File: src/rtl/bpc_pkg.sv
// Shared widths, constants, types and helpers for the barometric compensation pipeline.
package bpc_pkg;

  localparam int D_W    = 24;
  localparam int CAL_W  = 16;
  localparam int IDX_W  = 3;
  localparam int DT_W   = D_W + 1;
  localparam int MUL_W  = DT_W + CAL_W + 1;
  localparam int DSQ_W  = 2 * DT_W;
  localparam int TEMP_W = 19;
  localparam int T2_W   = 17;
  localparam int OFF_W  = 40;
  localparam int SENS_W = 40;
  localparam int SQ_W   = 34;
  localparam int CORR_W = 38;
  localparam int HALF_W = D_W / 2;
  localparam int PP_W   = SENS_W + HALF_W + 1;
  localparam int PROD_W = 64;
  localparam int ACC_W  = 48;
  localparam int TOUT_W = 15;
  localparam int POUT_W = 17;

  localparam int TEMP_REF  = 2000;
  localparam int TEMP_COLD = -1500;
  localparam int TEMP_MIN  = -4000;
  localparam int TEMP_MAX  = 8500;
  localparam int PRES_MIN  = 1000;
  localparam int PRES_MAX  = 120000;

  localparam logic [IDX_W-1:0] IDX_C1 = 3'd0;
  localparam logic [IDX_W-1:0] IDX_C2 = 3'd1;
  localparam logic [IDX_W-1:0] IDX_C3 = 3'd2;
  localparam logic [IDX_W-1:0] IDX_C4 = 3'd3;
  localparam logic [IDX_W-1:0] IDX_C5 = 3'd4;
  localparam logic [IDX_W-1:0] IDX_C6 = 3'd5;

  typedef struct packed {
    logic [CAL_W-1:0] c1;
    logic [CAL_W-1:0] c2;
    logic [CAL_W-1:0] c3;
    logic [CAL_W-1:0] c4;
    logic [CAL_W-1:0] c5;
    logic [CAL_W-1:0] c6;
  } cal_t;

  typedef struct packed {
    logic signed [TEMP_W-1:0] temp;
    logic signed [OFF_W-1:0]  offs;
    logic signed [SENS_W-1:0] sens;
    logic [T2_W-1:0]          t2;
    logic [D_W-1:0]           d1;
  } stage_t;

  function automatic logic signed [63:0] sdiv_pow2(input logic signed [63:0] v,
                                                   input int unsigned k);
    logic signed [63:0] bias;
    bias = v[63] ? ((64'sd1 <<< k) - 64'sd1) : 64'sd0;
    return (v + bias) >>> k;
  endfunction

endpackage

File: src/rtl/bpc_first_order.sv
// First-order terms: dT, calibration products, TEMP, OFF, SENS and T2.
module bpc_first_order (
  input  logic                    clk,
  input  logic                    rst,
  input  logic                    in_valid,
  input  logic [bpc_pkg::D_W-1:0] raw_pressure,
  input  logic [bpc_pkg::D_W-1:0] raw_temperature,
  input  bpc_pkg::cal_t           cal,
  output logic                    out_valid,
  output bpc_pkg::stage_t         stg_out
);
  import bpc_pkg::*;

  logic                    v1, v2, v3;
  logic signed [DT_W-1:0]  dt;
  logic [D_W-1:0]          d1_s1, d1_s2;
  logic signed [MUL_W-1:0] p6, p4, p3;
  logic signed [DSQ_W-1:0] dsq;

  always_ff @(posedge clk) begin
    if (rst) begin
      v1 <= 1'b0;
      v2 <= 1'b0;
      v3 <= 1'b0;
    end else begin
      v1 <= in_valid;
      v2 <= v1;
      v3 <= v2;
    end
  end

  always_ff @(posedge clk) begin
    dt    <= $signed({1'b0, raw_temperature}) - $signed({1'b0, cal.c5, 8'b0});
    d1_s1 <= raw_pressure;

    p6    <= dt * $signed({1'b0, cal.c6});
    p4    <= dt * $signed({1'b0, cal.c4});
    p3    <= dt * $signed({1'b0, cal.c3});
    dsq   <= dt * dt;
    d1_s2 <= d1_s1;

    stg_out.temp <= TEMP_W'(sdiv_pow2(64'(p6), 23) + 64'(TEMP_REF));
    stg_out.offs <= OFF_W'($signed({1'b0, cal.c2, 16'b0}) + sdiv_pow2(64'(p4), 7));
    stg_out.sens <= SENS_W'($signed({1'b0, cal.c1, 15'b0}) + sdiv_pow2(64'(p3), 8));
    stg_out.t2   <= dsq[T2_W+30:31];
    stg_out.d1   <= d1_s2;
  end

  assign out_valid = v3;

endmodule

File: config.mk
export PLATFORM = sky130hd
export DESIGN_NAME = bpc_first_order
export DESIGN_NICKNAME = d
export VERILOG_FILES = /design/src/rtl/bpc_pkg.sv /design/src/rtl/bpc_first_order.sv
export SDC_FILE = /design/constraint.sdc
export NUM_CORES = 2
export LEC_CHECK = 0
export BUFFER_PORTS_ARGS = -buffer_cell sky130_fd_sc_hd__buf_4
export CORE_MARGIN = 2
export CORE_UTILIZATION = 60
export DETAILED_ROUTE_END_ITERATION = 8
export GPL_TIMING_DRIVEN = 0
export PLACE_DENSITY = 0.74
export SYNTH_ARGS = -nofsm -noshare
export SYNTH_HDL_FRONTEND = slang
export SYNTH_SLANG_ARGS = --single-unit
File: constraint.sdc
create_clock -name clk -period 12.8 [get_ports clk]
set_input_delay 0.64 -clock clk [delete_from_list [all_inputs] [get_ports clk]]
set_output_delay 0.64 -clock clk [all_outputs]
set_load 0.01 [all_outputs]
==> results.sh <==
export IMPL_outcome="complete, but fails checks"
export IMPL_violations="max-capacitance violations, max-slew violations"
export IMPL_yosysTopAreaCellShare_pct=47.9
export IMPL_worst_ep_arrival_time_ps=10490
export IMPL_area_growth_pct=7.48
export IMPL_num_nets_final=10630
export IMPL_vias=54852
export IMPL_firstDrtPassIters=6
export IMPL_grt_overflow_total=0
export IMPL_start_util_pct=60.5
export IMPL_synth_area_per_cell_um2=9.39
export IMPL_track_usage_pct=39.2
export IMPL_dpl_hpwl_mm=199
export IMPL_critical_path_class="reg2reg"
export IMPL_vias_per_cell=5.56
export IMPL_grt_pass1_vias=59241
export IMPL_io_pins=288
export IMPL_ys_seq_elements=352
export IMPL_grt_first_pass_wirelength_mm=361
export IMPL_dieArea_um2=126000
export IMPL_drt_iter0_drc=5115
export IMPL_grt_max_degree=25
export IMPL_fmax_mhz=100
export IMPL_synth_area_um2=73900
export IMPL_cp_common_cell="fa_1"
export IMPL_syn_inst=7869
export IMPL_core_area_um2=122000
export IMPL_post_cts_resized=0
export IMPL_gp_congestion=1.03
export IMPL_cts_sinks=352
export IMPL_drive_above_1_share_pct=4.74
export IMPL_startpoint_type="flip-flop"
export IMPL_multi_input_area_um2=57900
export IMPL_num_rows=128
export IMPL_final_hold_viol_count=0
export IMPL_critPathCaptureType="flip-flop"
export IMPL_cts_hold_buf=0
export IMPL_die_y_um=355
export IMPL_path_clk_slew_ps=70
export IMPL_cts_buffer_depth=3
export IMPL_async_flop_share_pct=0
export IMPL_cp_slowest_stage_delay_ps=980
export IMPL_yosys_cell_count_top_type="inv_1"
export IMPL_htreeDepth=2
export IMPL_fin_skew_ps=20.6
export IMPL_yosysWarnings=0
export IMPL_slew_headroom_pct=-8.33
export IMPL_cts_root_buffer="clkbuf_16"
export IMPL_cap_violations=8
export IMPL_hold_path_class="in2reg"
export IMPL_ant_nets=0
export IMPL_regArea_um2=7050
export IMPL_finalSetupTns_ps=0
export IMPL_drc=0
export IMPL_synth_area_leaders="fa_1, inv_1, dfxtp_1"
export IMPL_synthTopCellsByCount="inv_1, fa_1, nand2_1"
export IMPL_final_core_util_pct=65.1
export IMPL_worst_slew_pin_slew_ps=1620
export IMPL_critPathMaxFanout=10
export IMPL_n_fill_cell=10238
export IMPL_drv_slew=59
export IMPL_yosysTopAreaCell="fa_1"
export IMPL_fin_crit_sh_pct=77.8
export IMPL_synthFlopType="dfxtp_1"
export IMPL_cts_made_buffers=40
export IMPL_final_setup_viol_count=0
export IMPL_synth_fp_nets=10319
export IMPL_min_period_ps=9960
export IMPL_synth_edf_count=0
export IMPL_cts_tree="done"
export IMPL_die_x_um=355
export IMPL_cp_required_ps=13330
export IMPL_cts_setup_buffers=0
export IMPL_synth_cell_types=90
export IMPL_io_buffers=269
export IMPL_slowest_stage="clkbuf_1"
export IMPL_seq_area_frac_synth_pct=9.54
export IMPL_rsz0062_at_grt="false"
export IMPL_worstSkewPairLatency_ps=640
export IMPL_drt_wl_total_mm=237
export IMPL_wl_per_cell_um=24.0
export IMPL_grt_antenna_before_repair=38
critical path, delay by kind of cell (launching register included):
family                     cells  cell delay, ps
adders and majority gates      8            3890
buffers and inverters          8            2920
AOI/OAI and AO/OA              7            1950
and+or+nand+nor                3             700
DFF                            1             370
state kept, by name, summed over array words and instances (netlist names), 17 cells and up:
name,count
d1_s1,24
d1_s2,24
dsq,17
dt,25
p3,42
p4,42
p6,42
stg_out,133
metrics by stage:
stage	worst slack (ps)	hold WS [ps]	cells	instance area, um^2
5_1_grt	2540	87.4	9849	79400
3_5_place_dp	3200	312	9763	77900
2_1_floorplan	5770	310	7869	73900
6_report	2840	98.6	9859	79400
4_1_cts	3140	78.6	9837	79300
3_3_place_gp	3320	310	9763	77900
worst paths after layout:
kind,cells past startpoint,slack (ps),startpoint,end
setup reg to reg,26,2840,dt[2]$_DFF_P_,dsq[47]$_DFF_P_
hold / removal,1,100,raw_temperature[7],dt[7]$_DFF_P_
setup / recovery,26,2840,dt[2]$_DFF_P_,dsq[47]$_DFF_P_
hold reg to reg,0,330,d1_s2[11]$_DFF_P_,stg_out[11]$_DFF_P_
cell families (layout without fill, tap and decap cells):
logic type	count (synthesis)	count (layout)	synth area share, %
adder cells (fa/ha/maj)	2304	2304	57.0
multiplexers	1	1	0.0136
buffers and inverters	2382	2725	12.1
flip-flops	352	352	9.54
AO/OA/AOI/OAI	516	516	4.70
XOR/XNOR	293	293	3.47
other	0	22	0
AND/OR/NAND/NOR	2021	2021	13.2
routing by layer:
| layer | routed length, um | GRT usage (%) | up-vias |
|---|---|---|---|
| met5 | 77 | 0.415 | - |
| met4 | 17300 | 22.8 | 10 |
| met3 | 27700 | 10.8 | 679 |
| met2 | 101000 | 58.4 | 2876 |
| met1 | 90600 | 51.6 | 27747 |
| li1 | - | - | 23540 |
layout make-up:
class,instances,area share (%)
Tap cell,1625,2.56
Buffer,323,1.57
Timing Repair Buffer,269,2.54
Multi-Input combinational cell,5135,72.9
Clock inverter,28,0.432
Sequential cell,352,8.87
Inverter,2059,9.73
Clock buffer,46,1.35
Antenna cell,22,0.0693
cell usage in the layout, fill, tap and decap left out, types with 22 or more instances in the layout:
cell          n
diode_2      22
clkbuf_16    40
nor2b_1      31
and3_1       26
o21a_1       40
ha_1        537
nor2_1      154
nand2_1    1000
inv_1      2058
nand3_1      51
dfxtp_1     352
and2_1      601
a21o_1       82
nor3_1       40
nand2b_1     30
fa_1       1766
clkbuf_1    309
xnor2_1     209
nand4_1      30
a21oi_1     140
xor2_1       84
o21ai_0      69
buf_4       276
Power is left out: the tool's default activity adds up to more than one toggle a clock period on the data nets, which glitch-free logic cannot reach.
