## src/rtl/bpc_pkg.sv

```systemverilog
// Shared widths, constants, types and helpers for the barometric compensation pipeline.
package bpc_pkg;

  localparam int D_W    = 24;
  localparam int CAL_W  = 16;
  localparam int IDX_W  = 3;
  localparam int DT_W   = D_W + 1;
  localparam int MUL_W  = DT_W + CAL_W + 1;
  localparam int DSQ_W  = 2 * DT_W;
  localparam int TEMP_W = 19;
  localparam int T2_W   = 17;
  localparam int OFF_W  = 40;
  localparam int SENS_W = 40;
  localparam int SQ_W   = 34;
  localparam int CORR_W = 38;
  localparam int HALF_W = D_W / 2;
  localparam int PP_W   = SENS_W + HALF_W + 1;
  localparam int PROD_W = 64;
  localparam int ACC_W  = 48;
  localparam int TOUT_W = 15;
  localparam int POUT_W = 17;

  localparam int TEMP_REF  = 2000;
  localparam int TEMP_COLD = -1500;
  localparam int TEMP_MIN  = -4000;
  localparam int TEMP_MAX  = 8500;
  localparam int PRES_MIN  = 1000;
  localparam int PRES_MAX  = 120000;

  localparam logic [IDX_W-1:0] IDX_C1 = 3'd0;
  localparam logic [IDX_W-1:0] IDX_C2 = 3'd1;
  localparam logic [IDX_W-1:0] IDX_C3 = 3'd2;
  localparam logic [IDX_W-1:0] IDX_C4 = 3'd3;
  localparam logic [IDX_W-1:0] IDX_C5 = 3'd4;
  localparam logic [IDX_W-1:0] IDX_C6 = 3'd5;

  typedef struct packed {
    logic [CAL_W-1:0] c1;
    logic [CAL_W-1:0] c2;
    logic [CAL_W-1:0] c3;
    logic [CAL_W-1:0] c4;
    logic [CAL_W-1:0] c5;
    logic [CAL_W-1:0] c6;
  } cal_t;

  typedef struct packed {
    logic signed [TEMP_W-1:0] temp;
    logic signed [OFF_W-1:0]  offs;
    logic signed [SENS_W-1:0] sens;
    logic [T2_W-1:0]          t2;
    logic [D_W-1:0]           d1;
  } stage_t;

  function automatic logic signed [63:0] sdiv_pow2(input logic signed [63:0] v,
                                                   input int unsigned k);
    logic signed [63:0] bias;
    bias = v[63] ? ((64'sd1 <<< k) - 64'sd1) : 64'sd0;
    return (v + bias) >>> k;
  endfunction

endpackage

```

## src/rtl/bpc_second_order.sv

```systemverilog
// Second-order low-temperature correction of TEMP, OFF and SENS.
module bpc_second_order (
  input  logic            clk,
  input  logic            rst,
  input  logic            in_valid,
  input  bpc_pkg::stage_t stg_in,
  output logic            out_valid,
  output bpc_pkg::stage_t stg_out
);
  import bpc_pkg::*;

  logic                     v4, v5, v6;
  logic signed [TEMP_W-1:0] below, cold;
  logic signed [2*TEMP_W-1:0] below_sq, cold_sq;
  stage_t                   st4, st5, st5_next;
  logic [SQ_W-1:0]          sq, sq2;
  logic                     warm_low, cold_low;
  logic [CORR_W-1:0]        sq5, sq7, sq11;
  logic [CORR_W-1:0]        offs2, sens2, offs2_next, sens2_next;

  assign below    = stg_in.temp - TEMP_W'(TEMP_REF);
  assign cold     = stg_in.temp - TEMP_W'(TEMP_COLD);
  assign below_sq = below * below;
  assign cold_sq  = cold * cold;

  always_comb begin
    sq5  = (CORR_W'(sq) << 2) + CORR_W'(sq);
    sq7  = (CORR_W'(sq2) << 3) - CORR_W'(sq2);
    sq11 = (CORR_W'(sq2) << 3) + (CORR_W'(sq2) << 1) + CORR_W'(sq2);
    st5_next    = st4;
    st5_next.t2 = '0;
    offs2_next  = '0;
    sens2_next  = '0;
    if (warm_low) begin
      st5_next.t2 = st4.t2;
      offs2_next  = sq5 >> 1;
      sens2_next  = sq5 >> 2;
      if (cold_low) begin
        offs2_next = offs2_next + sq7;
        sens2_next = sens2_next + (sq11 >> 1);
      end
    end
  end

  always_ff @(posedge clk) begin
    if (rst) begin
      v4 <= 1'b0;
      v5 <= 1'b0;
      v6 <= 1'b0;
    end else begin
      v4 <= in_valid;
      v5 <= v4;
      v6 <= v5;
    end
  end

  always_ff @(posedge clk) begin
    st4      <= stg_in;
    sq       <= below_sq[SQ_W-1:0];
    sq2      <= cold_sq[SQ_W-1:0];
    warm_low <= stg_in.temp < TEMP_W'(TEMP_REF);
    cold_low <= stg_in.temp < TEMP_W'(TEMP_COLD);

    st5   <= st5_next;
    offs2 <= offs2_next;
    sens2 <= sens2_next;

    stg_out.temp <= st5.temp - $signed({2'b0, st5.t2});
    stg_out.offs <= st5.offs - $signed({2'b0, offs2});
    stg_out.sens <= st5.sens - $signed({2'b0, sens2});
    stg_out.t2   <= st5.t2;
    stg_out.d1   <= st5.d1;
  end

  assign out_valid = v6;

endmodule

```

## config.mk

```make
export PLATFORM = sky130hd
export DESIGN_NAME = bpc_second_order
export DESIGN_NICKNAME = d
export VERILOG_FILES = /design/src/rtl/bpc_pkg.sv /design/src/rtl/bpc_second_order.sv
export SDC_FILE = /design/constraint.sdc
export NUM_CORES = 2
export LEC_CHECK = 0
export BUFFER_PORTS_ARGS = -buffer_cell sky130_fd_sc_hd__buf_2
export CORE_ASPECT_RATIO = 0.7
export CORE_MARGIN = 5
export CORE_UTILIZATION = 55
export CTS_CLUSTER_DIAMETER = 80
export DETAILED_ROUTE_END_ITERATION = 10
export GPL_TIMING_DRIVEN = 0
export PLACE_DENSITY = 0.73
export SLEW_MARGIN = 0
export SYNTH_ARGS = -nofsm -noshare
export SYNTH_HDL_FRONTEND = slang
export SYNTH_SLANG_ARGS = --single-unit
```

## constraint.sdc

```tcl
create_clock -name clk -period 13.8 [get_ports clk]
set_input_delay 2.07 -clock clk [delete_from_list [all_inputs] [get_ports clk]]
set_output_delay 2.07 -clock clk [all_outputs]
set_load 0.01 [all_outputs]
```

==> impl_metrics.tcl <==
set metrics [dict create \
    port_buffers 283 \
    place.gp.congestion 1.000 \
    hold_path_class "flip-flop to flip-flop" \
    dieArea_um2 92160 \
    reg2reg_slack_ps 6470 \
    cts_buffers 57 \
    nets 6570 \
    yosysTopAreaCell "fa_1" \
    area_growth_pct 10.18 \
    cts_num_sinks 564 \
    start_kind "primary input" \
    grt_usage 0.2637 \
    htreeDepth 2 \
    die_x_um 360.7 \
    first_iter_violations 2530 \
    async_flop_share 0 \
    cap_violations 1 \
    drive_gt1_frac 0.07802 \
    num_rows 90 \
    dp_slack_ps 517.7 \
    clk_latency_ps 630 \
    violations "capacitance limit, slew limit" \
    netlist-cell-type-count 86 \
    dr.pass1.iters 6 \
    ant_nets 0 \
    cts_max_path_buffers 3 \
    ys_seq_area_frac 0.2384 \
    endpoint_kind "flip-flop" \
    reg2reg_depth 23 \
    grt_max_degree 17 \
    nFillCells 7356 \
    wl_per_cell_um 18.45 \
    final.min_clock_period_ps 13000 \
    dr_total_vias 34762 \
    startpoint "stg_in[125]" \
    grt_first_pass_wirelength_um 195400 \
    cts_root_buffer "clkbuf_16" \
    place_inst 6387 \
    yosys.area.top_type_share 0.2854 \
    ys_seq_elements 564 \
    path_class "primary input to flip-flop" \
    overflow 0 \
    r2r-start "sq2[2]" \
    syn-cell-area_um2 47350 \
    netlist_instances 4953 \
    io-pin-count 284 \
    clock.fmax_mhz 76.92 \
    cpPeakStageDelay_ps 680 \
    antenna_found_initial 3 \
    cp_max_fo 12 \
    drv_slew 1 \
    clkTransAtPathRegs_ps 60 \
    crit_arrival_ps 13510 \
    grt_pass1_vias 35953 \
    endpoint "sq2[33]" \
    worstPathRequired_ps 14310 \
    whs_path_depth 0 \
    relSlewSlack -0.001933 \
    cp_slowest_cell "clkbuf_1" \
    postCtsSetupRepairBufs 0 \
    cts_tree "built" \
    cts_resized 0 \
    worst_pin_slew_ps 1498 \
    status "finished with violations" \
    start_util 0.5519 \
    die_h_um 255.5 \
    ys_top_cells_by_count "inv_1 (997), fa_1 (675), dfxtp_1 (564), ha_1 (456), nor2_1 (352)" \
    instances_no_fill 6497 \
    synth_edf_count 0 \
    drc_errors 0 \
    fin_tns_setup_ps 0 \
    rsz0062_at_grt "false" \
    layout_setup_ws_ps 798.7 \
    worstReg2RegEnd "offs2[37]" \
    finalSetupViolCount 0 \
    yosys_most_used_dff "dfxtp_1" \
    synth_fp_nets 6227 \
    avgViaCountPerCell 5.350 \
    wl_um 119900 \
    avgSynthCellArea_um2 9.561 \
    synthTopCellsByArea "fa_1 (29%), dfxtp_1 (24%), ha_1 (12%)" \
    finalClockSkew_ps 22.47 \
    yosysMostFrequentCell "inv_1" \
    min_period_over_period 0.9421 \
    yosys_warnings 0 \
    holdBufCountCts 0 \
    cpMostUsedCell "inv_1" \
    hpwlAfterDp_um 100800 \
    final_hold_viol_count 0 \
    coreArea_um2 85810 \
]
-- flip-flops by register name, indices dropped and copies added (netlist names) --
signal and count:
cold_low 1, st5 140, stg_out 140, sq2 33, warm_low 1, out_valid 1
v5 1, st4 139, offs2 38, sens2 38, sq 31, v4 1
-- cells in the final DEF, fill, tap and decap left out, drive strengths merged, types with 22 or more instances in the layout --
cell,instances
inv,1003
fa,675
dfxtp,564
ha,456
nor2,352
nand2,313
buf,289
a21oi,254
xnor2,221
clkbuf,151
o21ai,149
a21o,98
xor2,92
nand2b,81
nand3,57
o21a,55
nor3,52
nor2b,50
and2,50
a211oi,30
o21bai,27
clkinv,23
nand4,22
-- cell families (layout without fill, tap and decap cells) --
logic type	Yosys count	after routing	share of synthesized area
multiplexers	5	5	0.001110
flip-flops	564	564	0.2384
other	1	3	0.00007919
buffers and inverters	1086	1478	0.08611
AO/OA/AOI/OAI	786	786	0.1063
AND/OR/NAND/NOR	1067	1067	0.1042
XOR/XNOR	313	313	0.05789
adder cells (fa/ha/maj)	1131	1131	0.4058
-- critical path: cells and delay by family --
kind | cells | cell delay [ps]
compound gates | 7 | 2010
buf+inv | 11 | 3070
simple gates | 5 | 1750
xor+xnor | 2 | 560
fa+ha+maj | 9 | 4000
-- worst min-delay path by stage --
stage                        from          end  slack (ps)
after floorplan            st4[0]       st5[0]         310
after global placement    st5[15]  stg_out[15]         310
after detailed placement  st4[54]      st5[54]         310
after CTS                 st4[12]      st5[12]         320
after global routing      st4[64]      st5[64]         330
final                      st5[8]   stg_out[8]         320
-- area by class of cell --
cell class | count | area, um^2 | area share
buffer | 78 | 294.0 | 0.005636
antenna | 2 | 5.005 | 0.00009593
clock buffer | 78 | 1607 | 0.03079
clock inverter | 30 | 332.8 | 0.006379
sequential | 564 | 11290 | 0.2164
multi-input combinational | 3303 | 31990 | 0.6132
inverter | 1008 | 3784 | 0.07252
tap | 1150 | 1439 | 0.02758
timing repair buffer | 284 | 1428 | 0.02736
-- layer usage --
layer / up-vias / wire length (um) / track usage
li1: 16385 / - / -
met1: 16803 / 55250 / 0.3888
met2: 1364 / 49570 / 0.3862
met3: 208 / 11510 / 0.06935
met4: 2 / 3532 / 0.07157
met5: - / 12 / 0
-- through the flow --
step / utilization / hold slack, ps / area (um^2)
5_1_grt: 0.6080 / 326.2 / 52170
2_1_floorplan: - / 309.6 / 47350
4_1_cts: 0.6079 / 321.0 / 52160
3_5_place_dp: 0.5853 / 312.1 / 50220
6_report: 0.6080 / 320.8 / 52170
3_3_place_gp: 0.5851 / 309.6 / 50210
Power is left out: the tool's default activity adds up to more than one toggle a clock period on the data nets, which glitch-free logic cannot reach.
