$ cat config.mk
export PLATFORM = sky130hd
export DESIGN_NAME = bpc_pressure
export DESIGN_NICKNAME = d
export VERILOG_FILES = /design/src/rtl/bpc_pkg.sv /design/src/rtl/bpc_pressure.sv
export SDC_FILE = /design/constraint.sdc
export NUM_CORES = 2
export LEC_CHECK = 0
export BUFFER_PORTS_ARGS = -buffer_cell sky130_fd_sc_hd__buf_2
export CAP_MARGIN = 15
export CORE_MARGIN = 4
export CORE_UTILIZATION = 31
export DETAILED_ROUTE_END_ITERATION = 6
export PLACE_DENSITY = 0.56
export SYNTH_ARGS = -nofsm -noshare
export SYNTH_HDL_FRONTEND = slang
export SYNTH_SLANG_ARGS = --single-unit
export TNS_END_PERCENT = 50
$ cat constraint.sdc
create_clock -name clk -period 7.5 [get_ports clk]
set_input_delay 1.5 -clock clk [delete_from_list [all_inputs] [get_ports clk]]
set_output_delay 1.5 -clock clk [all_outputs]
set_load 0.01 [all_outputs]
$ cat src/rtl/bpc_pkg.sv
// Shared widths, constants, types and helpers for the barometric compensation pipeline.
package bpc_pkg;

  localparam int D_W    = 24;
  localparam int CAL_W  = 16;
  localparam int IDX_W  = 3;
  localparam int DT_W   = D_W + 1;
  localparam int MUL_W  = DT_W + CAL_W + 1;
  localparam int DSQ_W  = 2 * DT_W;
  localparam int TEMP_W = 19;
  localparam int T2_W   = 17;
  localparam int OFF_W  = 40;
  localparam int SENS_W = 40;
  localparam int SQ_W   = 34;
  localparam int CORR_W = 38;
  localparam int HALF_W = D_W / 2;
  localparam int PP_W   = SENS_W + HALF_W + 1;
  localparam int PROD_W = 64;
  localparam int ACC_W  = 48;
  localparam int TOUT_W = 15;
  localparam int POUT_W = 17;

  localparam int TEMP_REF  = 2000;
  localparam int TEMP_COLD = -1500;
  localparam int TEMP_MIN  = -4000;
  localparam int TEMP_MAX  = 8500;
  localparam int PRES_MIN  = 1000;
  localparam int PRES_MAX  = 120000;

  localparam logic [IDX_W-1:0] IDX_C1 = 3'd0;
  localparam logic [IDX_W-1:0] IDX_C2 = 3'd1;
  localparam logic [IDX_W-1:0] IDX_C3 = 3'd2;
  localparam logic [IDX_W-1:0] IDX_C4 = 3'd3;
  localparam logic [IDX_W-1:0] IDX_C5 = 3'd4;
  localparam logic [IDX_W-1:0] IDX_C6 = 3'd5;

  typedef struct packed {
    logic [CAL_W-1:0] c1;
    logic [CAL_W-1:0] c2;
    logic [CAL_W-1:0] c3;
    logic [CAL_W-1:0] c4;
    logic [CAL_W-1:0] c5;
    logic [CAL_W-1:0] c6;
  } cal_t;

  typedef struct packed {
    logic signed [TEMP_W-1:0] temp;
    logic signed [OFF_W-1:0]  offs;
    logic signed [SENS_W-1:0] sens;
    logic [T2_W-1:0]          t2;
    logic [D_W-1:0]           d1;
  } stage_t;

  function automatic logic signed [63:0] sdiv_pow2(input logic signed [63:0] v,
                                                   input int unsigned k);
    logic signed [63:0] bias;
    bias = v[63] ? ((64'sd1 <<< k) - 64'sd1) : 64'sd0;
    return (v + bias) >>> k;
  endfunction

endpackage

$ cat src/rtl/bpc_pressure.sv
// Pressure product, scaling, offset removal and output saturation.
module bpc_pressure (
  input  logic                               clk,
  input  logic                               rst,
  input  logic                               in_valid,
  input  bpc_pkg::stage_t                    stg_in,
  output logic                               done,
  output logic signed [bpc_pkg::TOUT_W-1:0]  temperature_centi,
  output logic [bpc_pkg::POUT_W-1:0]         pressure_centi
);
  import bpc_pkg::*;

  logic                     v7, v8, v9, v10;
  logic signed [PP_W-1:0]   pp_lo, pp_hi;
  logic signed [TOUT_W-1:0] tq_next, tq7, tq8, tq9;
  logic signed [OFF_W-1:0]  offs7, offs8;
  logic signed [PROD_W-1:0] prod;
  logic signed [ACC_W-1:0]  acc;
  logic signed [63:0]       pres;
  logic [POUT_W-1:0]        pq_next;

  always_comb begin
    priority if (stg_in.temp < TEMP_MIN) begin
      tq_next = TOUT_W'(TEMP_MIN);
    end else if (stg_in.temp > TEMP_MAX) begin
      tq_next = TOUT_W'(TEMP_MAX);
    end else begin
      tq_next = stg_in.temp[TOUT_W-1:0];
    end
  end

  always_comb begin
    pres = sdiv_pow2(64'(acc), 15);
    priority if (pres < 64'(PRES_MIN)) begin
      pq_next = POUT_W'(PRES_MIN);
    end else if (pres > 64'(PRES_MAX)) begin
      pq_next = POUT_W'(PRES_MAX);
    end else begin
      pq_next = pres[POUT_W-1:0];
    end
  end

  always_ff @(posedge clk) begin
    if (rst) begin
      v7  <= 1'b0;
      v8  <= 1'b0;
      v9  <= 1'b0;
      v10 <= 1'b0;
    end else begin
      v7  <= in_valid;
      v8  <= v7;
      v9  <= v8;
      v10 <= v9;
    end
  end

  always_ff @(posedge clk) begin
    pp_lo <= stg_in.sens * $signed({1'b0, stg_in.d1[HALF_W-1:0]});
    pp_hi <= stg_in.sens * $signed({1'b0, stg_in.d1[D_W-1:HALF_W]});
    tq7   <= tq_next;
    offs7 <= stg_in.offs;

    prod  <= (PROD_W'(pp_hi) <<< HALF_W) + PROD_W'(pp_lo);
    tq8   <= tq7;
    offs8 <= offs7;

    acc   <= ACC_W'(sdiv_pow2(prod, 21)) - ACC_W'(offs8);
    tq9   <= tq8;

    temperature_centi <= tq9;
    pressure_centi    <= pq_next;
  end

  assign done = v10;

endmodule

==> results.py <==
metrics = {
    "synthesis": {
        "synth_cell_type_count": 75,
        "yosysSeqAreaShare_pct": 15.8,
        "synth-edff-count": 0,
        "yosysWarnings": 0,
        "ys.flop_type": "dfxtp_1",
        "synth_area_per_cell_um2": 8.97,
        "ys_ff_latch": 374,
        "syn_area_mm2": 0.0474,
        "async_flop_share_pct": 0,
        "syn-num-nets": 6616,
        "synth_cells": 5283,
    },
    "grt": {
        "track_usage_pct": 15.6,
        "grt_max_degree": 41,
        "grt_pass1_vias": 37600,
        "grt_pass1_wl_um": 201000,
        "antenna_found_initial": 9,
        "grt-ovfl-total": 0,
    },
    "floorplanning": {
        "rows": 143,
        "die-area_mm2": 0.159,
        "io_pins": 176,
        "fp.coreArea_mm2": 0.152,
        "fp.dieH_um": 399,
        "initial_core_util_pct": 31.2,
        "die_w_um": 399,
    },
    "layout": {
        "nets": 7031,
        "syn_to_final_growth_pct": 15.8,
        "drive_gt1_share_pct": 11.7,
    },
    "clocking": {
        "post_cts_resized": 0,
        "root_buffer": "clkbuf_16",
        "cts_htree_levels": 2,
        "post_cts_buffers": 0,
        "hold_buffers": 0,
        "cts_tree": "done",
        "cts.path.max_buffers": 3,
        "clock_latency_ps": 580,
        "cts_buffers": 40,
        "clkSlewWorstSetupHoldPaths_ps": 70,
        "clock_sinks": 374,
    },
    "timing": {
        "period_needed_ps": 7240,
        "holdWs_ps": 308,
        "worst_pin_slew_ps": 950,
        "fin_crit_sh_pct": 96.5,
        "skew_ps": 30.3,
        "fmax_mhz": 138,
        "relSlewSlack_pct": 36.6,
        "setup_viol": 0,
        "drv_slew": 0,
        "rsz0062_at_grt": "false",
        "hold_viol_final": 0,
    },
    "worst_hold_path": {
        "min_path_type": "flip-flop to flip-flop",
        "hold_path_depth": 0,
    },
    "route": {
        "drt_iter0_drc": 1839,
        "post_drt_wl_per_cell_um": 15.7,
        "wl_um": 122000,
        "drc": 0,
        "first_pass_iters": 7,
        "via_per_inst": 4.53,
        "ant_nets": 0,
        "via_count": 35200,
    },
    "worst_setup_path": {
        "worst_path_largest_cell_delay_ps": 550,
        "cp_top_family": "adder cells",
        "arrival_ps": 7730,
        "path_depth": 24,
        "cp.required_ps": 7990,
        "crit_path_cell_trace": "buf_2 -> buf_12 -> nand2_1 -> fa_1 -> inv_1 -> fa_1 -> fa_1 -> fa_1 -> inv_1 -> fa_1 -> inv_1 -> ha_1 -> nand2_1 -> nor3_1 -> and3_1 -> a211o_1 -> a22o_1 -> a311o_1 -> o41a_1 -> a221oi_4 -> o21ai_2 -> buf_4 -> a221oi_2 -> xnor2_1",
        "path_max_fanout": 11,
        "critPathSlowestCell": "fa_1",
        "startpoint_type": "input port",
        "cp_num_buf_inv": 6,
        "crit_path_end_kind": "flip-flop",
        "path_common_cell": "fa_1",
        "ff2ff_path_depth": 26,
        "critPathKind": "input port to flip-flop",
    },
    "outcome": {
        "status": "finished clean",
    },
    "run": {
        "drv_cap": 0,
    },
    "place": {
        "hpwl_um": 105000,
        "gp_congestion": 0.864,
        "port_buffers": 158,
    },
}
[layout by cell type, fill, tap and decap left out, drive strengths merged, types with 57 or more instances in the layout]
cell	Yosys	routed
fa	835	835
a21o	106	106
o21ai	112	112
nor2	129	129
nand3	61	61
inv	1140	1154
a21oi	192	192
nand2	634	634
xor2	59	59
buf	0	567
and2	483	483
dfxtp	374	374
ha	355	355
clkbuf	198	57
xnor2	179	179
[path summary, 6_finish.rpt]
path	from	endpoint	slack [ps]
worst max register to register	prod[63]	acc[42]	1290
worst min register to register	offs7[23]	offs8[23]	310
worst min-delay path	offs7[23]	offs8[23]	310
worst max-delay path	stg_in[56]	pp_hi[50]	260
[state kept, by name (all words and copies together), names as in the netlist]
name / flops
tq7: 15
v8: 1
offs8: 40
pp_lo: 53
v7: 1
offs7: 40
acc: 44
temperature_centi: 15
pressure_centi: 17
prod: 64
done: 1
v9: 1
pp_hi: 52
tq9: 15
tq8: 15
[cells in the mapped netlist, types with 7 or more instances]
library cell  count  share of area (%)
a21oi_1         191                2.0
nor2b_1          38               0.50
o31ai_1          12               0.19
a31oi_1          21               0.28
and3_1           38               0.50
xnor2_1         179                3.3
nand3_1          61               0.64
nor2_1          129                1.0
xor2_1           59                1.1
o2111ai_1         8               0.15
nor4_1           11               0.15
inv_1          1140                9.0
a211o_1          10               0.18
o21bai_1         18               0.29
a211oi_1         16               0.25
nand2_1         634                5.0
or3_1             8               0.11
o21ai_0         108                1.1
fa_1            835                 35
nand4_1          27               0.36
or2_2            10               0.13
o21a_1           28               0.44
nor3_1           32               0.34
dfxtp_1         374                 16
clkbuf_1        198                1.6
nand2b_1         25               0.33
o211ai_1         11               0.17
a31o_2            7               0.13
ha_1            355                9.4
and4_1            7               0.13
and2_1          483                6.4
a21o_1          106                1.7
a221oi_1          7               0.13
[routing by layer]
metal,vias up,global-route usage (%),wire length [µm]
met3,122,1.99,5980
met5,-,0,21
met4,4,3.02,2220
met1,17400,22.2,58300
met2,701,25.7,55300
li1,16900,-,-
[cell type report]
class | instances | area, µm²
Antenna cell | 3 | 7.51
Clock buffer | 53 | 1130
Clock inverter | 19 | 170
Fill cell | 15600 | 97000
Inverter | 1140 | 4280
Multi-Input combinational cell | 3571 | 34900
Sequential cell | 374 | 7490
Tap cell | 2030 | 2540
Timing Repair Buffer | 571 | 4350
[through the flow]
step	setup TNS (ps)	util [%]	setup WS [ps]	std cells	instance area, µm²
after floorplan	0	-	106	5283	47400
after global placement	-3750	35.2	-353	7686	53500
after detailed placement	-4500	35.2	-373	7686	53500
after CTS	0	36.1	219	7758	54800
after global routing	0	36.1	14.2	7758	54900
final	0	36.1	260	7761	54900
[worst register-to-register path: cells and delay by family, from the launching register on]
kind / cells / cell delay [ps]
xor gates and xnor gates: 2 / 380
adders and majority gates: 2 / 660
AOI/OAI and AO/OA: 15 / 3550
buffers and inverters: 3 / 570
and+or+nand+nor: 4 / 660
DFF: 1 / 310
[cells by family (layout without fill, tap and decap cells)]
group	count (synthesis)	count (layout)	share of synthesized area, %
flip-flops	374	374	15.8
adder cells (fa/ha/maj)	1190	1190	44.7
multiplexers	4	4	0.0898
buffers and inverters	1338	1783	10.6
other	0	3	0
AND/OR/NAND/NOR	1519	1519	15.9
AO/OA/AOI/OAI	620	620	8.58
XOR/XNOR	238	238	4.40
Power is not shown: default switching activity piles up to over one toggle a cycle in this logic, so the estimate is an artifact.
