--- config.mk ---
export PLATFORM = sky130hd
export DESIGN_NAME = bpc_cal_regs
export DESIGN_NICKNAME = d
export VERILOG_FILES = /design/src/rtl/bpc_pkg.sv /design/src/rtl/bpc_cal_regs.sv
export SDC_FILE = /design/constraint.sdc
export NUM_CORES = 1
export LEC_CHECK = 0
export ABC_AREA = 1
export BUFFER_PORTS_ARGS = -buffer_cell sky130_fd_sc_hd__clkbuf_2
export CAP_MARGIN = 20
export CORE_MARGIN = 5
export CORE_UTILIZATION = 40
export DETAILED_ROUTE_END_ITERATION = 8
export PLACE_DENSITY = 0.69
export SLEW_MARGIN = 20
export SYNTH_ARGS = -nofsm -noshare
export SYNTH_HDL_FRONTEND = slang
export SYNTH_SLANG_ARGS = --single-unit
export TNS_END_PERCENT = 10
--- constraint.sdc ---
create_clock -name clk -period 0.8 [get_ports clk]
set_input_delay 0.08 -clock clk [delete_from_list [all_inputs] [get_ports clk]]
set_output_delay 0.08 -clock clk [all_outputs]
set_load 0.01 [all_outputs]
--- src/rtl/bpc_pkg.sv ---
// Shared widths, constants, types and helpers for the barometric compensation pipeline.
package bpc_pkg;

  localparam int D_W    = 24;
  localparam int CAL_W  = 16;
  localparam int IDX_W  = 3;
  localparam int DT_W   = D_W + 1;
  localparam int MUL_W  = DT_W + CAL_W + 1;
  localparam int DSQ_W  = 2 * DT_W;
  localparam int TEMP_W = 19;
  localparam int T2_W   = 17;
  localparam int OFF_W  = 40;
  localparam int SENS_W = 40;
  localparam int SQ_W   = 34;
  localparam int CORR_W = 38;
  localparam int HALF_W = D_W / 2;
  localparam int PP_W   = SENS_W + HALF_W + 1;
  localparam int PROD_W = 64;
  localparam int ACC_W  = 48;
  localparam int TOUT_W = 15;
  localparam int POUT_W = 17;

  localparam int TEMP_REF  = 2000;
  localparam int TEMP_COLD = -1500;
  localparam int TEMP_MIN  = -4000;
  localparam int TEMP_MAX  = 8500;
  localparam int PRES_MIN  = 1000;
  localparam int PRES_MAX  = 120000;

  localparam logic [IDX_W-1:0] IDX_C1 = 3'd0;
  localparam logic [IDX_W-1:0] IDX_C2 = 3'd1;
  localparam logic [IDX_W-1:0] IDX_C3 = 3'd2;
  localparam logic [IDX_W-1:0] IDX_C4 = 3'd3;
  localparam logic [IDX_W-1:0] IDX_C5 = 3'd4;
  localparam logic [IDX_W-1:0] IDX_C6 = 3'd5;

  typedef struct packed {
    logic [CAL_W-1:0] c1;
    logic [CAL_W-1:0] c2;
    logic [CAL_W-1:0] c3;
    logic [CAL_W-1:0] c4;
    logic [CAL_W-1:0] c5;
    logic [CAL_W-1:0] c6;
  } cal_t;

  typedef struct packed {
    logic signed [TEMP_W-1:0] temp;
    logic signed [OFF_W-1:0]  offs;
    logic signed [SENS_W-1:0] sens;
    logic [T2_W-1:0]          t2;
    logic [D_W-1:0]           d1;
  } stage_t;

  function automatic logic signed [63:0] sdiv_pow2(input logic signed [63:0] v,
                                                   input int unsigned k);
    logic signed [63:0] bias;
    bias = v[63] ? ((64'sd1 <<< k) - 64'sd1) : 64'sd0;
    return (v + bias) >>> k;
  endfunction

endpackage

--- src/rtl/bpc_cal_regs.sv ---
// Calibration word registers written through the configuration channel.
module bpc_cal_regs (
  input  logic                      clk,
  input  logic                      rst,
  input  logic                      wr_en,
  input  logic [bpc_pkg::IDX_W-1:0] wr_index,
  input  logic [bpc_pkg::CAL_W-1:0] wr_data,
  output bpc_pkg::cal_t             cal
);
  import bpc_pkg::*;

  always_ff @(posedge clk) begin
    if (rst) begin
      cal <= '0;
    end else if (wr_en) begin
      unique case (wr_index)
        IDX_C1: cal.c1 <= wr_data;
        IDX_C2: cal.c2 <= wr_data;
        IDX_C3: cal.c3 <= wr_data;
        IDX_C4: cal.c4 <= wr_data;
        IDX_C5: cal.c5 <= wr_data;
        IDX_C6: cal.c6 <= wr_data;
        default: begin
        end
      endcase
    end
  end

endmodule

==> results of run 1 <==
## per-layer routing
layer | track usage | up-vias | wire (um) | part of all wire
met4 | 0.07484 | 0 | 287 | 0.024
li1 | - | 1974 | - | -
met2 | 0.3575 | 124 | 6239 | 0.51
met1 | 0.2524 | 1867 | 4827 | 0.40
met5 | 0 | - | 0 | 0
met3 | 0.03821 | 23 | 823 | 0.068
## final timing paths
path | startpoint | end | slack (ps)
setup reg to reg | cal[9] | cal[9] | 60
setup / recovery | cal[64] | cal[64] | -100
hold / removal | wr_data[15] | cal[63] | 170
hold reg to reg | cal[70] | cal[70] | 490
## Yosys cell counts (all sizes together)
cell,n
nand3,96
clkbuf,2
clkinv,1
dfxtp,96
nand2,102
nor2,202
buf,31
inv,22
## what timing repair did
| action | in CTS | in global routing |
|---|---|---|
| resized for setup | 106 | 183 |
| gates cloned | 0 | 0 |
| buffers inserted | 1 | 4 |
| endpoints found under the hold margin | 0 | 0 |
| setup endpoints to repair | 96 | 96 |
## cell usage in the layout (no fill, tap or decap), drive strengths merged
cell type | synthesis | final
bufinv | 0 | 1
nor2 | 202 | 202
clkinvlp | 0 | 4
nand3 | 96 | 96
dfxtp | 96 | 96
clkbuf | 2 | 30
buf | 31 | 133
nand2 | 102 | 102
inv | 22 | 23
## cell families (layout without fill, tap and decap cells)
logic type | after synthesis | after routing | share of synthesized area
simple gates | 400 | 400 | 0.4346
flops | 96 | 96 | 0.4982
buf+inv | 56 | 191 | 0.06714
## area by class of cell
type                       instances  area [sq um]
clock buffer                       9         123.9
clock inverter                     5         60.06
fill                             818          3381
inverter                          23         86.33
multi-input combinational        400          1684
sequential                        96          2042
timing repair buffer             154          1789
tap                              129         161.4
## where the power goes
part           switching [mW]  internal, mW
sequential              0.129          4.98
clock                    1.66          1.41
combinational           0.836         0.783
## per-stage QoR
step                instance area, sq um  hold slack, ps
global route                        5947           176.4
CTS                                 5366           157.6
global placement                    4967           465.3
detailed placement                  4967           470.2
finish                              5947           167.9
floorplan                           3857           319.6
==> summary.txt, run 1 <==
Status - finished, violations left
Failing checks - negative setup slack
Cts hold-fix bufs - 0
CP top delay family - flip-flops
Final Cycle Share - 1.125
CTS tree - done
Hold path depth - 5
Slew Viols, Final - 0
Vias - 3988
Number of global-route vias before repair - 3637
Hold Fails Final Rpt - 0
Nets - 706
Drt drc - 0
Fin cells - 816
Post-synth top area cell - dfxtp_1
Largest register by flop count - cal
H-Tree Depth - 3
Static leakage - 2.676 nW
Area delta synth->final - 54.17%
Pre-CTS WS - -222.7 ps
Inserted Clock Buffers - 9
Worst path cell trace - buf_6
GP Congestion - 0.7926
Post-synthesis cell count - 552
WP depth - 1
Total track usage - 0.2052
Top flop regs - cal: 96 flops
WL final - 12180 um
DIE HEIGHT - 108.2 um
Routed Antenna Nets - 0
Setup Skew - 0 ps
Peak VDD IR - 0.0007212 V
Startpoint class of the critical path - register
Final core occ - 0.6376
Synth area leaders - dfxtp_1 50%, nor2_1 19%, nand3_1 12%
Max-Cap Viols - 0
Num rows - 35
Slowest stage cell on the critical path - dfxtp_2
Final total power - 9.795 mW
Grt ovf - 0
Core area - 0.009328 sq mm
CP arrival - 820 ps
Setup_tns - -7495 ps
1st-pass router iterations - 5
Max Fclk - 1.111 GHz
CP Capture Type - output port
Worst Hold Class - input port to register
Share of cells above drive strength 1 - 0.4047
WL/cell - 14.92 um
Worst path bufs/invs - 1
Die area - 0.01171 sq mm
Setup violators final - 96
Root Driver - clkbuf_8
Crit Path Category - register to output port
Post-DP HPWL - 8327 um
Chip width - 108.2 um
Slew margin rel. - 0.7391
Worst Max-Slew Pin Slew - 390.4 ps
Final worst setup slack - -100.2 ps
Clock tree sinks - 96
# port buffers - 117
Worst path required time - 720 ps
Drt initial violations - 220
Pwr dens - 1647 mW/mm^2
Ant. Diodes - 0
Avg Cell Area, Syn - 6.988 sq um
Later-pin clock latency in the skew report - 340 ps
Yosys warns - 0
Placed cell count - 797
Drt via density - 4.887
Clock tree buffer depth - 2
CP max stage delay - 370 ps
RSZ-0062 raised after global routing - true
Worst-path fanout max - 2
Post-Syn Nets - 574
Final Critical Period - 900.2 ps
Unique masters post-synth - 14
Num ports - 118
FF-to-FF path depth - 3
First-pass GRT wire length - 18740 um
Initial antenna violation count - 0
Max reg flops - 96
Clock transition at path regs - 90 ps
Post-synthesis register bit count - 96
Synthesized cell area - 0.003857 sq mm
Sequential area share after synthesis - 0.4982
Largest net degree at the start of global routing - 38
Share of the synthesized area in the top cell type - 0.4982
Starting density of the core - 0.4135
(Power assumes the default switching activity.)
==> run 2, diff against run 1 <==
- PLACE_DENSITY: 0.69 -> 0.76
==> run 2 against run 1 <==
The run still ends with negative setup slack left. Register-to-register slack better by 30 ps. First-iteration DRC count increased by 45%. Clock-buffer cell count unchanged. Combinational power is essentially flat. Design area down 0.99%. Cell count fell by 0.49%. Non-clock buffer count down 6. Routed wire length up 3.5%. Sequential share of layout area increased by 0.39 points. Worst hold slack improved by 14 ps. Critical path type unchanged.
==> summary.txt, run 2 (synthesis results as in run 1) <==
Status - finished, violations left
Failing checks - negative setup slack
Final core occ - 0.6313 (-0.006305)
Setup violators final - 96 (unchanged)
Clock transition at path regs - 100 ps (about the same)
Num rows - 35 (unchanged)
Hold_sp - rst
Worst path required time - 720 ps (about the same)
Cts hold-fix bufs - 0 (unchanged)
WL final - 12600 um (+3.5%)
Peak VDD IR - 0.0009876 V (+37%)
CP Capture Type - output port
Area delta synth->final - 52.64%
Max-Cap Viols - 0 (unchanged)
Drt drc - 0 (unchanged)
Drt initial violations - 320 (+45%)
Hold path depth - 5 (unchanged)
# port buffers - 117 (unchanged)
Clock tree sinks - 96 (unchanged)
Slowest stage cell on the critical path - dfxtp_2
FF-to-FF path depth - 3 (unchanged)
H-Tree Depth - 3 (unchanged)
Startpoint class of the critical path - register
Largest net degree at the start of global routing - 45 (+18%)
Chip width - 108.2 um (unchanged)
Later-pin clock latency in the skew report - 360 ps (+20 ps)
WP depth - 1 (unchanged)
Slew Viols, Final - 0 (unchanged)
CP max stage delay - 370 ps (about the same)
Routed Antenna Nets - 0 (unchanged)
Final Cycle Share - 1.160 (+0.03472)
Hold Fails Final Rpt - 0 (unchanged)
GP Congestion - 0.8506 (+7.3%)
Worst path cell trace - buf_6
Starting density of the core - 0.4135 (unchanged)
Share of cells above drive strength 1 - 0.4012 (-0.003487)
Final Critical Period - 928.0 ps (+27.78 ps)
Pwr dens - 1696 mW/mm^2 (+3.0%)
RSZ-0062 raised after global routing - true
Initial antenna violation count - 0 (unchanged)
Ant. Diodes - 0 (unchanged)
Inserted Clock Buffers - 9 (unchanged)
First-pass GRT wire length - 18910 um (+0.92%)
Hold-critical path endpoint - cal[31]
FF-to-FF setup slack - 90 ps (+30 ps)
1st-pass router iterations - 5 (unchanged)
Total track usage - 0.2080 (+0.002788)
WL/cell - 15.52 um (+4.0%)
Worst Max-Slew Pin Slew - 405.2 ps (+14.81 ps)
R2r startpoint - cal[12]
Final worst setup slack - -128.0 ps (-27.78 ps)
Most common cell after layout, fill and taps aside - nor2_1
Num ports - 118 (unchanged)
Worst path bufs/invs - 1 (unchanged)
Core area - 0.009328 sq mm (unchanged)
Number of global-route vias before repair - 3787 (+4.1%)
Crit Path Category - register to output port
Max Fclk - 1.078 GHz (-3.0%)
Worst-path fanout max - 2 (unchanged)
CTS tree - done
Static leakage - 2.655 nW (-0.79%)
DIE HEIGHT - 108.2 um (unchanged)
Pre-CTS WS - -260.1 ps (-37.43 ps)
Setup Skew - 0 ps (unchanged)
Grt ovf - 0 (unchanged)
Nets - 700 (-0.85%)
Hold slack - 181.6 ps (+13.70 ps)
Worst Hold Class - input port to register
CP arrival - 850 ps (+30 ps)
Vias - 4026 (+0.95%)
Root Driver - clkbuf_8
Top flop regs - cal: 96 flops
Die area - 0.01171 sq mm (unchanged)
Clock tree buffer depth - 2 (unchanged)
Most frequent cells in the layout - 192 x nor2_1, 101 x nand2_1, 96 x nand3_1
Max reg flops - 96 (unchanged)
Post-DP HPWL - 8477 um (+1.8%)
Drt via density - 4.958 (+1.5%)
CP top delay family - flip-flops
Slew margin rel. - 0.7292 (-0.009899)
R2R Path End - cal[12]
Largest register by flop count - cal
run 2: cell count changes in the layout (fill, tap and decap cells not counted):
cell        change
buf_6           +2
clkinv_4        +1
buf_8           -4
buf_12          -1
buf_4           -5
clkbuf_2        +2
nand2_2         -1
dfxtp_4         +1
clkinvlp_4      -1
dfxtp_2         -1
inv_6           +2
nand2_4         +1
run 2: repair_timing:
action	CTS	global route
gates resized for setup	102	186
setup buffers	0	1
setup endpoints to repair	96	98
run 2: worst max path at each step:
stage / start / end / slack [ps]
6_report: cal[12] / cal[12] / -130
5_1_grt: cal[18] / cal[18] / -160
4_1_cts: cal[1] / cal[1] / -150
3_5_place_dp: wr_index[2] / cal[62] / -260
3_3_place_gp: wr_index[2] / cal[54] / -220
2_1_floorplan: wr_en / cal[63] / -4
run 2: power breakdown:
group | internal (mW) | switching, mW | leakage, nW
clock | 1.47 | 1.79 | 0.0925
combinational | 0.770 | 0.845 | 1.74
sequential | 4.97 | 0.133 | 0.825
run 2: through the flow:
stage | cells | total power, mW | TNS [ps] | area, sq um
6_report | 812 | 9.985 | -9086 | 5888
5_1_grt | 812 | 10.42 | -12380 | 5888
4_1_cts | 811 | 9.814 | -12160 | 5315
3_5_place_dp | 795 | 6.553 | -20400 | 4940
3_3_place_gp | 795 | 6.514 | -17600 | 4940
2_1_floorplan | 552 | 5.871 | -108.7 | 3857
run 2: area by class of cell:
| type | count | area (sq um) |
|---|---|---|
| Clock buffer | 9 | 123.9 |
| Inverter | 23 | 86.33 |
| Tap cell | 129 | 161.4 |
| Fill cell | 793 | 3440 |
| Timing Repair Buffer | 148 | 1704 |
| Sequential cell | 96 | 2044 |
| Clock inverter | 7 | 78.83 |
| Multi-Input combinational cell | 400 | 1689 |
run 2: per-layer routing:
layer	global-route usage	part of all wire
met1	0.2455	0.39
met2	0.3659	0.52
met3	0.04299	0.069
met4	0.08747	0.023
met5	0	0
run 2: tightest hold or removal path: stages:
cell	delay (ps)
clkbuf_2	100
inv_2	80
buf_12	160
nand2_1	60
nor2_1	30
==> run 3, diff against run 2 <==
- CORE_UTILIZATION: 40 -> 46
- CTS_BUF_LIST: default -> sky130_fd_sc_hd__clkbuf_8 sky130_fd_sc_hd__clkbuf_16
- PLACE_DENSITY: 0.76 -> 0.85
- SLEW_MARGIN: 20 -> default
==> run 3 against run 2 <==
The run still ends with negative setup slack left. Critical endpoint is now cal[42]. Critical path depth unchanged. Critical path type unchanged. Clock-buffer cell count is the same. Cell count down 2.8%. Register-to-register slack worse by 90 ps.
==> summary.txt, run 3 (synthesis results as in run 1) <==
Setup violators final - 96 (unchanged)
Largest net degree at the start of global routing - 51 (+13%)
Initial antenna violation count - 0 (unchanged)
Fin cells - 789 (-2.8%)
Max Used Layer - met4
Internal power - 7.450 mW (+3.2%)
Number of global-route vias before repair - 3733 (-1.4%)
Slowest stage cell on the critical path - dfxtp_2
Total track usage - 0.2279 (+0.01990)
1st-pass router iterations - 6 (+1)
Slew margin rel. - 0.7245 (-0.004764)
Pwr dens - 1738 mW/mm^2 (+2.5%)
Later-pin clock latency in the skew report - 350 ps (about the same)
Drt drc - 0 (unchanged)
Routed Antenna Nets - 0 (unchanged)
Most common cell after layout, fill and taps aside - nor2_1
Chip width - 101.6 um (-6.1%)
H-Tree Depth - 3 (unchanged)
Sequential power share - 0.506 (-0.005)
Sw frac - 0.2617 (-0.01558)
Root Driver - clkbuf_8
Max Fclk - 1.107 GHz (+2.7%)
Num rows - 33 (-5.7%)
Grt ovf - 0 (unchanged)
Setup_tns - -7817 ps (+1269 ps)
Clock Power Share - 0.338 (+0.011)
Core area - 0.008175 sq mm (-12%)
Drt via density - 5.257 (+6.0%)
Worst Hold Class - input port to register
NetSw - 2.641 mW (-4.6%)
Final Cycle Share - 1.129 (-0.03049)
CP top delay family - flip-flops
CP Capture Type - output port
WL final - 12780 um (+1.4%)
Clock tree sinks - 96 (unchanged)
Crit Path Category - register to output port
WL/cell - 16.19 um (+4.4%)
Worst-path fanout max - 2 (unchanged)
# port buffers - 117 (unchanged)
Peak VDD IR - 0.0009001 V (-8.9%)
Area delta synth->final - 50.47%
Hold Fails Final Rpt - 0 (unchanged)
FF-to-FF setup slack - 0 ps (-90 ps)
DIE HEIGHT - 101.6 um (-6.1%)
CP arrival - 820 ps (-30 ps)
Post-DP HPWL - 8114 um (-4.3%)
DR WL met3 - 1136 um (+31%)
Largest register by flop count - cal
Slew Viols, Final - 0 (unchanged)
Worst path cell trace - buf_6
Fillers - 614 (-23%)
Worst Max-Slew Pin Slew - 412.3 ps (+7.129 ps)
Drt initial violations - 366 (+14%)
Placed cell count - 765 (-3.8%)
Top flop regs - cal: 96 flops
Cts hold-fix bufs - 0 (unchanged)
Worst path required time - 720 ps (about the same)
Final worst setup slack - -103.6 ps (+24.40 ps)
Met1 Wirelength - 4594 um (-5.6%)
Ant. Diodes - 0 (unchanged)
Max reg flops - 96 (unchanged)
Num ports - 118 (unchanged)
Nets - 701 (+0.14%)
Starting density of the core - 0.4718 (+0.05829)
Clock tree buffer depth - 2 (unchanged)
Combinational power share - 0.156 (-0.006)
First-pass GRT wire length - 18220 um (-3.7%)
Most frequent cells in the layout - 192 x nor2_1, 100 x nand2_1, 96 x nand3_1, 96 x dfxtp_2, 95 x buf_6
Final core occ - 0.7100 (+0.07873)
CP startpoint - cal[42]
Final Critical Period - 903.6 ps (-24.40 ps)
Share of cells above drive strength 1 - 0.4020 (+0.0008755)
Startpoint class of the critical path - register
GP Congestion - 0.7782 (-8.5%)
Hold_sp - rst
Inserted Clock Buffers - 9 (unchanged)
Die area - 0.01032 sq mm (-12%)
R2r startpoint - cal[78]
Failing checks - negative setup slack
CTS tree - done
Clock transition at path regs - 90 ps (about the same)
Max-Cap Viols - 0 (unchanged)
Status - finished, violations left
Static leakage - 2.653 nW (about the same)
Routed length on met2 - 6597 um (+0.27%)
Setup Skew - 0 ps (unchanged)
Vias - 4148 (+3.0%)
RSZ-0062 raised after global routing - true
Final total power - 10.09 mW (+1.1%)
Worst path bufs/invs - 1 (unchanged)
CP max stage delay - 360 ps (about the same)
run 3: path summary, 6_finish.rpt:
path                                 to  cells past startpoint
worst min-delay path            cal[28]                      5
worst max-delay path            cal[42]                      1
worst min register to register  cal[73]                      2
worst max register to register  cal[78]                      3
run 3: metal layers:
| layer | vias to the layer above | track usage |
|---|---|---|
| met5 | - | 0 |
| met1 | 1894 | 0.2849 |
| li1 | 1975 | - |
| met4 | 0 | 0.1104 |
| met3 | 49 | 0.02824 |
| met2 | 230 | 0.3883 |
run 3: per-stage QoR:
stage                     hold slack (ps)  instance area [sq um]  worst slack [ps]
after global placement              465.4                   4815            -189.4
after CTS                           170.3                   5147            -132.4
after global routing                216.1                   5804            -138.4
after floorplan                     319.6                   3857            -4.343
final                               192.8                   5804            -103.6
after detailed placement            474.5                   4815            -294.0
run 3: power by group through the flow:
stage	Sequential [mW]	Combinational [mW]	Clock, mW
detailed placement	5.15	1.34	0
global route	5.13	1.71	3.65
finish	5.11	1.57	3.41
CTS	5.07	1.34	3.43
global placement	5.14	1.30	0
floorplan	5.21	0.657	0
run 3: area by class of cell:
| class | instances | area, sq um | area share |
|---|---|---|---|
| flip-flops and latches | 96 | 2042 | 0.3518 |
| multi-input cells | 400 | 1687 | 0.2906 |
| repair buffers | 149 | 1645 | 0.2835 |
| well taps | 105 | 131.4 | 0.02263 |
| clock buffers | 9 | 123.9 | 0.02134 |
| clock inverters | 7 | 88.84 | 0.01531 |
| inverters | 23 | 86.33 | 0.01487 |
run 3: what timing repair did:
item | in CTS | in global routing
cloned | 0 | 0
setup endpoints to repair | 96 | 106
setup buffers | 0 | 8
resized for setup | 96 | 193
